### src/sv/signed_fixed_point_decimal_formatter_core_assert.svh
// Assertion macros for the decimal formatter core.
// Included by RTL files that carry concurrent checks; uses clk and rst of the includer.
`ifndef SIGNED_FIXED_POINT_DECIMAL_FORMATTER_CORE_ASSERT_SVH
`define SIGNED_FIXED_POINT_DECIMAL_FORMATTER_CORE_ASSERT_SVH
`ifndef SYNTHESIS
`define SFDF_ASSERT_IMP(lbl, ante, cons) \
  lbl: assert property (@(posedge clk) disable iff (rst) (ante) |-> (cons)) \
    else $error("sfdf: implication check failed");
`define SFDF_ASSERT_NXT(lbl, ante, cons) \
  lbl: assert property (@(posedge clk) disable iff (rst) (ante) |=> (cons)) \
    else $error("sfdf: next-cycle check failed");
`else
`define SFDF_ASSERT_IMP(lbl, ante, cons)
`define SFDF_ASSERT_NXT(lbl, ante, cons)
`endif
`endif

### src/sv/sfdf_pkg.sv
// Shared constants, types and the double-dabble stage function for the formatter.
// No dependencies.
package sfdf_pkg;

  localparam int DIGIT_COUNT     = 10;
  localparam int BCD_W           = 40;
  localparam int BIN_W           = 32;
  localparam int STEPS_PER_STAGE = 4;
  localparam int DAB_STAGES      = BIN_W / STEPS_PER_STAGE;

  localparam logic [7:0] CH_ZERO  = 8'h30;
  localparam logic [7:0] CH_MINUS = 8'h2D;
  localparam logic [7:0] CH_SPACE = 8'h20;
  localparam logic [7:0] CH_POINT = 8'h2E;

  localparam logic [1:0] CFG_FIRST_DIGIT     = 2'd0;
  localparam logic [1:0] CFG_POINT_POSITION  = 2'd1;
  localparam logic [1:0] CFG_FRACTION_DIGITS = 2'd2;

  typedef struct packed {
    logic             neg;
    logic [BCD_W-1:0] bcd;
    logic [BIN_W-1:0] bin;
  } pipe_t;

  // four shift-add-3 steps
  function automatic pipe_t dabble_stage(input pipe_t s);
    pipe_t r;
    r = s;
    for (int st = 0; st < STEPS_PER_STAGE; st++) begin
      for (int k = 0; k < BCD_W / 4; k++) begin
        if (r.bcd[k*4 +: 4] >= 4'd5) r.bcd[k*4 +: 4] = r.bcd[k*4 +: 4] + 4'd3;
      end
      r.bcd = {r.bcd[BCD_W-2:0], r.bin[BIN_W-1]};
      r.bin = {r.bin[BIN_W-2:0], 1'b0};
    end
    return r;
  endfunction

endpackage

### src/sv/signed_fixed_point_decimal_formatter_core.sv
// Conversion: input stage plus 8 double-dabble stages of 4 steps; new value may enter each
// cycle unless in_stall is high. Emission: one character per cycle unless out_stall holds it,
// 2 to 12 characters per value, set by the character sequencer.
// The sequencer takes the next converted value only once it has returned to idle.
// Reset (rst, synchronous, active high) clears pipeline valids, sequencer, output valid,
// and loads first_digit=1, point_position=11, fraction_digits=0.
`include "signed_fixed_point_decimal_formatter_core_assert.svh"

module signed_fixed_point_decimal_formatter_core (
  input  logic               clk,
  input  logic               rst,
  input  logic               in_valid,
  output logic               in_stall,
  input  logic signed [31:0] value,
  output logic               out_valid,
  input  logic               out_stall,
  output logic [7:0]         char_code,
  output logic               last,
  input  logic               cfg_valid,
  output logic               cfg_ready,
  input  logic [1:0]         cfg_index,
  input  logic [3:0]         cfg_data
);
  import sfdf_pkg::*;

  typedef enum logic [2:0] {E_IDLE, E_SIGN, E_INT, E_POINT, E_FRAC} emit_state_t;

  localparam logic [4:0] DC5 = 5'(DIGIT_COUNT);

  logic [3:0] first_digit;
  logic [3:0] point_position;
  logic [3:0] fraction_digits;

  pipe_t               stg [DAB_STAGES+1];
  logic [DAB_STAGES:0] vld;
  logic [DAB_STAGES+1:0] rdy;

  emit_state_t state;
  logic [3:0]  ds [DIGIT_COUNT];
  logic [3:0]  emit_position;
  logic        nonzero_seen;
  logic        negative_flag;

  logic [31:0] raw;
  logic [31:0] mag;
  logic        load;
  logic        emit;
  logic [3:0]  start_eff;
  logic [3:0]  point_eff;
  logic [4:0]  stop;
  logic [4:0]  p_inc;
  logic [3:0]  pm1;
  logic [3:0]  d_cur;
  logic        int_first_ok;

  assign cfg_ready = 1'b1;

  always_ff @(posedge clk) begin
    if (rst) begin
      first_digit     <= 4'd1;
      point_position  <= 4'd11;
      fraction_digits <= 4'd0;
    end else if (cfg_valid && cfg_ready) begin
      unique case (cfg_index)
        CFG_FIRST_DIGIT:     first_digit     <= cfg_data;
        CFG_POINT_POSITION:  point_position  <= cfg_data;
        CFG_FRACTION_DIGITS: fraction_digits <= cfg_data;
        default: ;
      endcase
    end
  end

  // ---- conversion pipeline ----
  assign raw = value;
  always_comb begin
    if (!raw[31])                 mag = raw;
    else if (raw[30:0] == 31'd0)  mag = 32'h7FFF_FFFF;
    else                          mag = ~raw + 32'd1;
  end

  assign load = (state == E_IDLE);
  always_comb begin
    rdy[DAB_STAGES+1] = load;
    for (int i = DAB_STAGES; i >= 0; i--) rdy[i] = !vld[i] || rdy[i+1];
  end
  assign in_stall = !rdy[0];

  always_ff @(posedge clk) begin
    if (rst) begin
      vld <= '0;
    end else begin
      if (rdy[0]) vld[0] <= in_valid;
      for (int i = 1; i <= DAB_STAGES; i++) begin
        if (rdy[i]) vld[i] <= vld[i-1];
      end
    end
  end

  always_ff @(posedge clk) begin
    if (rdy[0]) begin
      stg[0].neg <= raw[31];
      stg[0].bcd <= '0;
      stg[0].bin <= mag;
    end
    for (int i = 1; i <= DAB_STAGES; i++) begin
      if (rdy[i]) stg[i] <= dabble_stage(stg[i-1]);
    end
  end

  // ---- character sequencer ----
  assign start_eff    = (first_digit == 4'd0) ? 4'd1 : first_digit;
  assign point_eff    = (point_position == 4'd0) ? 4'd1 : point_position;
  assign stop         = {1'b0, point_eff} + {1'b0, fraction_digits};
  assign p_inc        = {1'b0, emit_position} + 5'd1;
  assign int_first_ok = (start_eff < point_eff) && ({1'b0, start_eff} <= DC5);
  assign pm1          = emit_position - 4'd1;
  assign d_cur        = ({1'b0, pm1} < DC5) ? ds[pm1] : 4'd0;
  assign emit         = (state != E_IDLE) && (!out_valid || !out_stall);

  always_ff @(posedge clk) begin
    if (rst) begin
      state         <= E_IDLE;
      out_valid     <= 1'b0;
      emit_position <= 4'd0;
      nonzero_seen  <= 1'b0;
      negative_flag <= 1'b0;
    end else begin
      if (emit) begin
        out_valid <= 1'b1;
        unique case (state)
          E_SIGN: begin
            char_code     <= negative_flag ? CH_MINUS : CH_SPACE;
            last          <= 1'b0;
            nonzero_seen  <= 1'b0;
            emit_position <= int_first_ok ? start_eff : 4'd0;
            state         <= int_first_ok ? E_INT : E_POINT;
          end
          E_INT: begin
            last <= 1'b0;
            if (nonzero_seen || d_cur != 4'd0) begin
              nonzero_seen <= 1'b1;
              char_code    <= CH_ZERO + {4'd0, d_cur};
            end else begin
              char_code    <= CH_SPACE;
            end
            if (p_inc < {1'b0, point_eff} && p_inc <= DC5) begin
              emit_position <= p_inc[3:0];
            end else begin
              state <= E_POINT;
            end
          end
          E_POINT: begin
            char_code <= CH_POINT;
            if (fraction_digits != 4'd0 && {1'b0, point_eff} <= DC5) begin
              last          <= 1'b0;
              emit_position <= point_eff;
              state         <= E_FRAC;
            end else begin
              last  <= 1'b1;
              state <= E_IDLE;
            end
          end
          E_FRAC: begin
            char_code <= CH_ZERO + {4'd0, d_cur};
            if (p_inc < stop && p_inc <= DC5) begin
              last          <= 1'b0;
              emit_position <= p_inc[3:0];
            end else begin
              last  <= 1'b1;
              state <= E_IDLE;
            end
          end
          default: ;
        endcase
      end else if (!out_stall) begin
        out_valid <= 1'b0;
      end
      if (load && vld[DAB_STAGES]) begin
        state         <= E_SIGN;
        negative_flag <= stg[DAB_STAGES].neg;
      end
    end
  end

  always_ff @(posedge clk) begin
    if (load && vld[DAB_STAGES]) begin
      for (int i = 0; i < DIGIT_COUNT; i++) begin
        ds[i] <= stg[DAB_STAGES].bcd[(DIGIT_COUNT-1-i)*4 +: 4];
      end
    end
  end

  `SFDF_ASSERT_IMP(a_frac_pos, state == E_FRAC, emit_position >= 4'd1 && {1'b0, emit_position} <= DC5)
  `SFDF_ASSERT_IMP(a_int_pos, state == E_INT, emit_position >= start_eff && emit_position < point_eff)
  `SFDF_ASSERT_NXT(a_tail_hold, vld[DAB_STAGES] && !load, vld[DAB_STAGES])
  `SFDF_ASSERT_NXT(a_load_sign, load && vld[DAB_STAGES], state == E_SIGN)

endmodule
### config.mk
export PLATFORM = sky130hd
export DESIGN_NAME = signed_fixed_point_decimal_formatter_core
export DESIGN_NICKNAME = d
export VERILOG_FILES = /design/src/sv/sfdf_pkg.sv /design/src/sv/signed_fixed_point_decimal_formatter_core.sv
export VERILOG_INCLUDE_DIRS = /design/src /design/src/sv
export SDC_FILE = /design/constraint.sdc
export NUM_CORES = 1
export LEC_CHECK = 0
export BUFFER_PORTS_ARGS = -buffer_cell sky130_fd_sc_hd__buf_2
export CORE_MARGIN = 8
export CORE_UTILIZATION = 51
export DETAILED_ROUTE_END_ITERATION = 10
export GPL_ROUTABILITY_DRIVEN = 1
export PLACE_DENSITY = 0.7
export SYNTH_ARGS = -nofsm -noshare
export SYNTH_HDL_FRONTEND = slang
export SYNTH_SLANG_ARGS = --single-unit
export TNS_END_PERCENT = 10
### constraint.sdc
create_clock -name clk -period 6.05 [get_ports clk]
set_clock_uncertainty 0.15 [all_clocks]
set_input_delay 1.21 -clock clk [delete_from_list [all_inputs] [get_ports clk]]
set_output_delay 1.21 -clock clk [all_outputs]
set_load 0.05 [all_outputs]
==> metrics.txt <==
outcome=finished, final reports clean; largest cells by area after synthesis=sky130_fd_sc_hd__edfxtp_1, sky130_fd_sc_hd__ha_1, sky130_fd_sc_hd__a21oi_1; number of antenna violations at the first check in global routing=0; TritonCTS Sinks=415; leading post-synthesis cells by instance count=sky130_fd_sc_hd__edfxtp_1, sky130_fd_sc_hd__a21oi_1, sky130_fd_sc_hd__o21ai_0; # DRC=0; total routing usage reported by global routing=16.7%; clk slew on worst S/H paths=60 ps; fraction of met1 tracks used by global routing=20.8%; Critical Path, Cell by Cell=nor3_1 -> nor2_1 -> and2_1 -> nand3_2 -> buf_4 -> nor2_1 -> nand3_2 -> buf_4 -> inv_1 -> buf_2; synth warn=0; path type of the worst min-delay path=flop to flop; DR pass1 iterations=5; endpoint class of the critical path=primary output; routed via count divided by cell count=5.88; Synth top area share=36.9%; pin count of the biggest net entering global routing=44; startpoint class of the critical path=flop; Row Count=90; Die Area=69,400 µm²; count of max-cap constraint violations=0; Crit Reg-Reg Startpoint=stg[0][324]; clock root cell=sky130_fd_sc_hd__clkbuf_16; stage delay of the slowest cell on the critical path=500 ps; most frequently used cell type in the post-synthesis netlist=sky130_fd_sc_hd__edfxtp_1; GRT met3 Usage=2.09%; period utilization=80.0%; CP Data Required Time=4690 ps; final-report setup violation count=0; Clock Path Buffers=3; Hold Path Depth=0; Routed WL per cell=14.5 µm; ports placed on the boundary=55; Hold Path Sink=ds[5][2]; area growth from synthesis to final layout=8.28%; CP top delay family=simple AND/OR/NAND/NOR gates; global route hottest layer=met2; pins over their slew limit=0; grt ovf=0; share of layout cells above drive strength 1=8.62%; maximum frequency from static timing analysis=0.206 GHz; library cell occupying the most area in the post-synthesis netlist=sky130_fd_sc_hd__edfxtp_1; number of port buffers=50; number of DRC markers in iteration 0=1,603; via count of the first global-routing pass=22.1k; Die Ht=263 µm; number of CTS-inserted buffers=46; most used flip-flop cell after synthesis=sky130_fd_sc_hd__edfxtp_1; Worst Setup Path Type=flop to primary output; number of enable flip-flop cells after synthesis=384; global-route wire length before repair=102 mm; starting utilization of the core area=51.6%; count of state elements after synthesis=415; register area share after synthesis=38.9%; # diodes=0; setup repair after global routing missed its margin=false; startpoint of the lowest-slack hold path=stg[0][634]; clock tree from TritonCTS=yes; total number of H-tree levels=2; core area=60,500 µm²; worst-skew pair later-pin latency=580 ps; CP max-delay cell=sky130_fd_sc_hd__nor3_1; Final Hold Violating Endpoints=0; actual transition at the worst max-transition pin=1160 ps; R2R depth=13; post-CTS setup buffer count=0; critical path depth in cells=10; hpwl dp=44.2 mm; setup slack, reg-to-reg=1410 ps; Setup TNS Final=0 ps; average cell area after synthesis=9.29 µm²; Min Clock Period, post-route=4840 ps; final wirelength=60.8 mm; arrival time reported for the critical path endpoint=3480 ps; CP bufs+invs=4; number of distinct library cell variants in the gate-level netlist after synthesis=95; post-synthesis instance total=3,362; post-route ant nets=0; worst flop-to-flop path endpoint=stg[0][402]; synthesized cell area=31,200 µm²; Slew Limit Headroom=21.8%; number of gates given a new drive strength after cts=0; global-route met2 utilization=30.0%; total vias in the final route=24.7k; final net count=3,574; weighted congestion reported at the end of routability-driven placement=0.858; CP Max Fanout=38; async set-reset flop share out of synthesis=0%; count of hold-fix buffers inserted at cts=0; Die Span X=263 µm
-- metal layers --
metal / part of all wire, % / vias up
li1: - / 12715
met2: 49 / 406
met1: 45 / 11438
met3: 3.3 / 95
met4: 2.4 / 0
met5: 0 / -
-- metrics by stage --
| step | hold slack [ps] | utilization (%) | area (µm²) | std cells | worst slack [ps] |
|---|---|---|---|---|---|
| final | 267 | 55.9 | 33800 | 4191 | 1210 |
| after floorplan | 250 | - | 31200 | 3364 | 594 |
| after global placement | 251 | 53.2 | 32200 | 4106 | 1430 |
| after global routing | 273 | 55.9 | 33800 | 4191 | 871 |
| after CTS | 266 | 55.9 | 33800 | 4191 | 1140 |
| after detailed placement | 255 | 53.2 | 32200 | 4106 | 1370 |
-- flip-flops by register name (all words and copies together) (netlist names) --
signal	cells
char_code	5
ds	40
emit_position	4
first_digit	4
fraction_digits	4
last	1
negative_flag	1
nonzero_seen	1
out_valid	1
point_position	4
state	3
stg	338
vld	9
-- final cells by class --
type                    count  area, µm²
clock buffers              62       1310
clock inverters            23        323
fillers                  5270      26700
inverters                 197        739
multi-input cells        2645      17900
flip-flops and latches    415      12200
well taps                 782        978
repair buffers             67        378
-- worst max path at each step --
stage	startpoint	end
5_1_grt	state[0]	in_stall
6_report	state[0]	in_stall
3_3_place_gp	stg[0][324]	stg[0][402]
4_1_cts	state[0]	in_stall
3_5_place_dp	stg[0][324]	stg[0][402]
2_1_floorplan	state[1]	in_stall
-- worst register-to-register path: stages (launching register included) --
cell and delay, ps:
sky130_fd_sc_hd__edfxtp_1 460, sky130_fd_sc_hd__inv_1 130, sky130_fd_sc_hd__ha_1 250, sky130_fd_sc_hd__nand2b_1 140, sky130_fd_sc_hd__a21o_1 220, sky130_fd_sc_hd__a21oi_2 520, sky130_fd_sc_hd__o21ai_0 240, sky130_fd_sc_hd__xnor2_1 490
sky130_fd_sc_hd__clkinv_1 360, sky130_fd_sc_hd__ha_1 280, sky130_fd_sc_hd__a221o_1 470, sky130_fd_sc_hd__maj3_1 400, sky130_fd_sc_hd__a211oi_1 230, sky130_fd_sc_hd__a21oi_1 60
-- cells by family (layout without fill, tap and decap cells) --
| group | count (synthesis) | count (layout) | share of synthesized area (%) |
|---|---|---|---|
| AOI/OAI and AO/OA | 1180 | 1180 | 24.1 |
| xor gates and xnor gates | 186 | 186 | 5.29 |
| adders and majority gates | 168 | 168 | 6.69 |
| buffers and inverters | 304 | 349 | 3.73 |
| DFF | 415 | 415 | 38.9 |
| muxes | 192 | 192 | 6.84 |
| other | 2 | 4 | 0.0241 |
| and+or+nand+nor | 915 | 915 | 14.4 |
-- placed cells by master (no fill, tap or decap), types with 67 or more instances in the layout --
cell / count
sky130_fd_sc_hd__nor2_1: 242
sky130_fd_sc_hd__edfxtp_1: 384
sky130_fd_sc_hd__mux2i_1: 114
sky130_fd_sc_hd__nand2_1: 259
sky130_fd_sc_hd__mux2_2: 67
sky130_fd_sc_hd__xnor2_1: 130
sky130_fd_sc_hd__a31oi_1: 79
sky130_fd_sc_hd__nand2b_1: 81
sky130_fd_sc_hd__inv_1: 192
sky130_fd_sc_hd__ha_1: 158
sky130_fd_sc_hd__o21ai_0: 280
sky130_fd_sc_hd__a21oi_1: 315
Power is not shown: default switching activity piles up to over one toggle a cycle in this logic, so the estimate is an artifact.
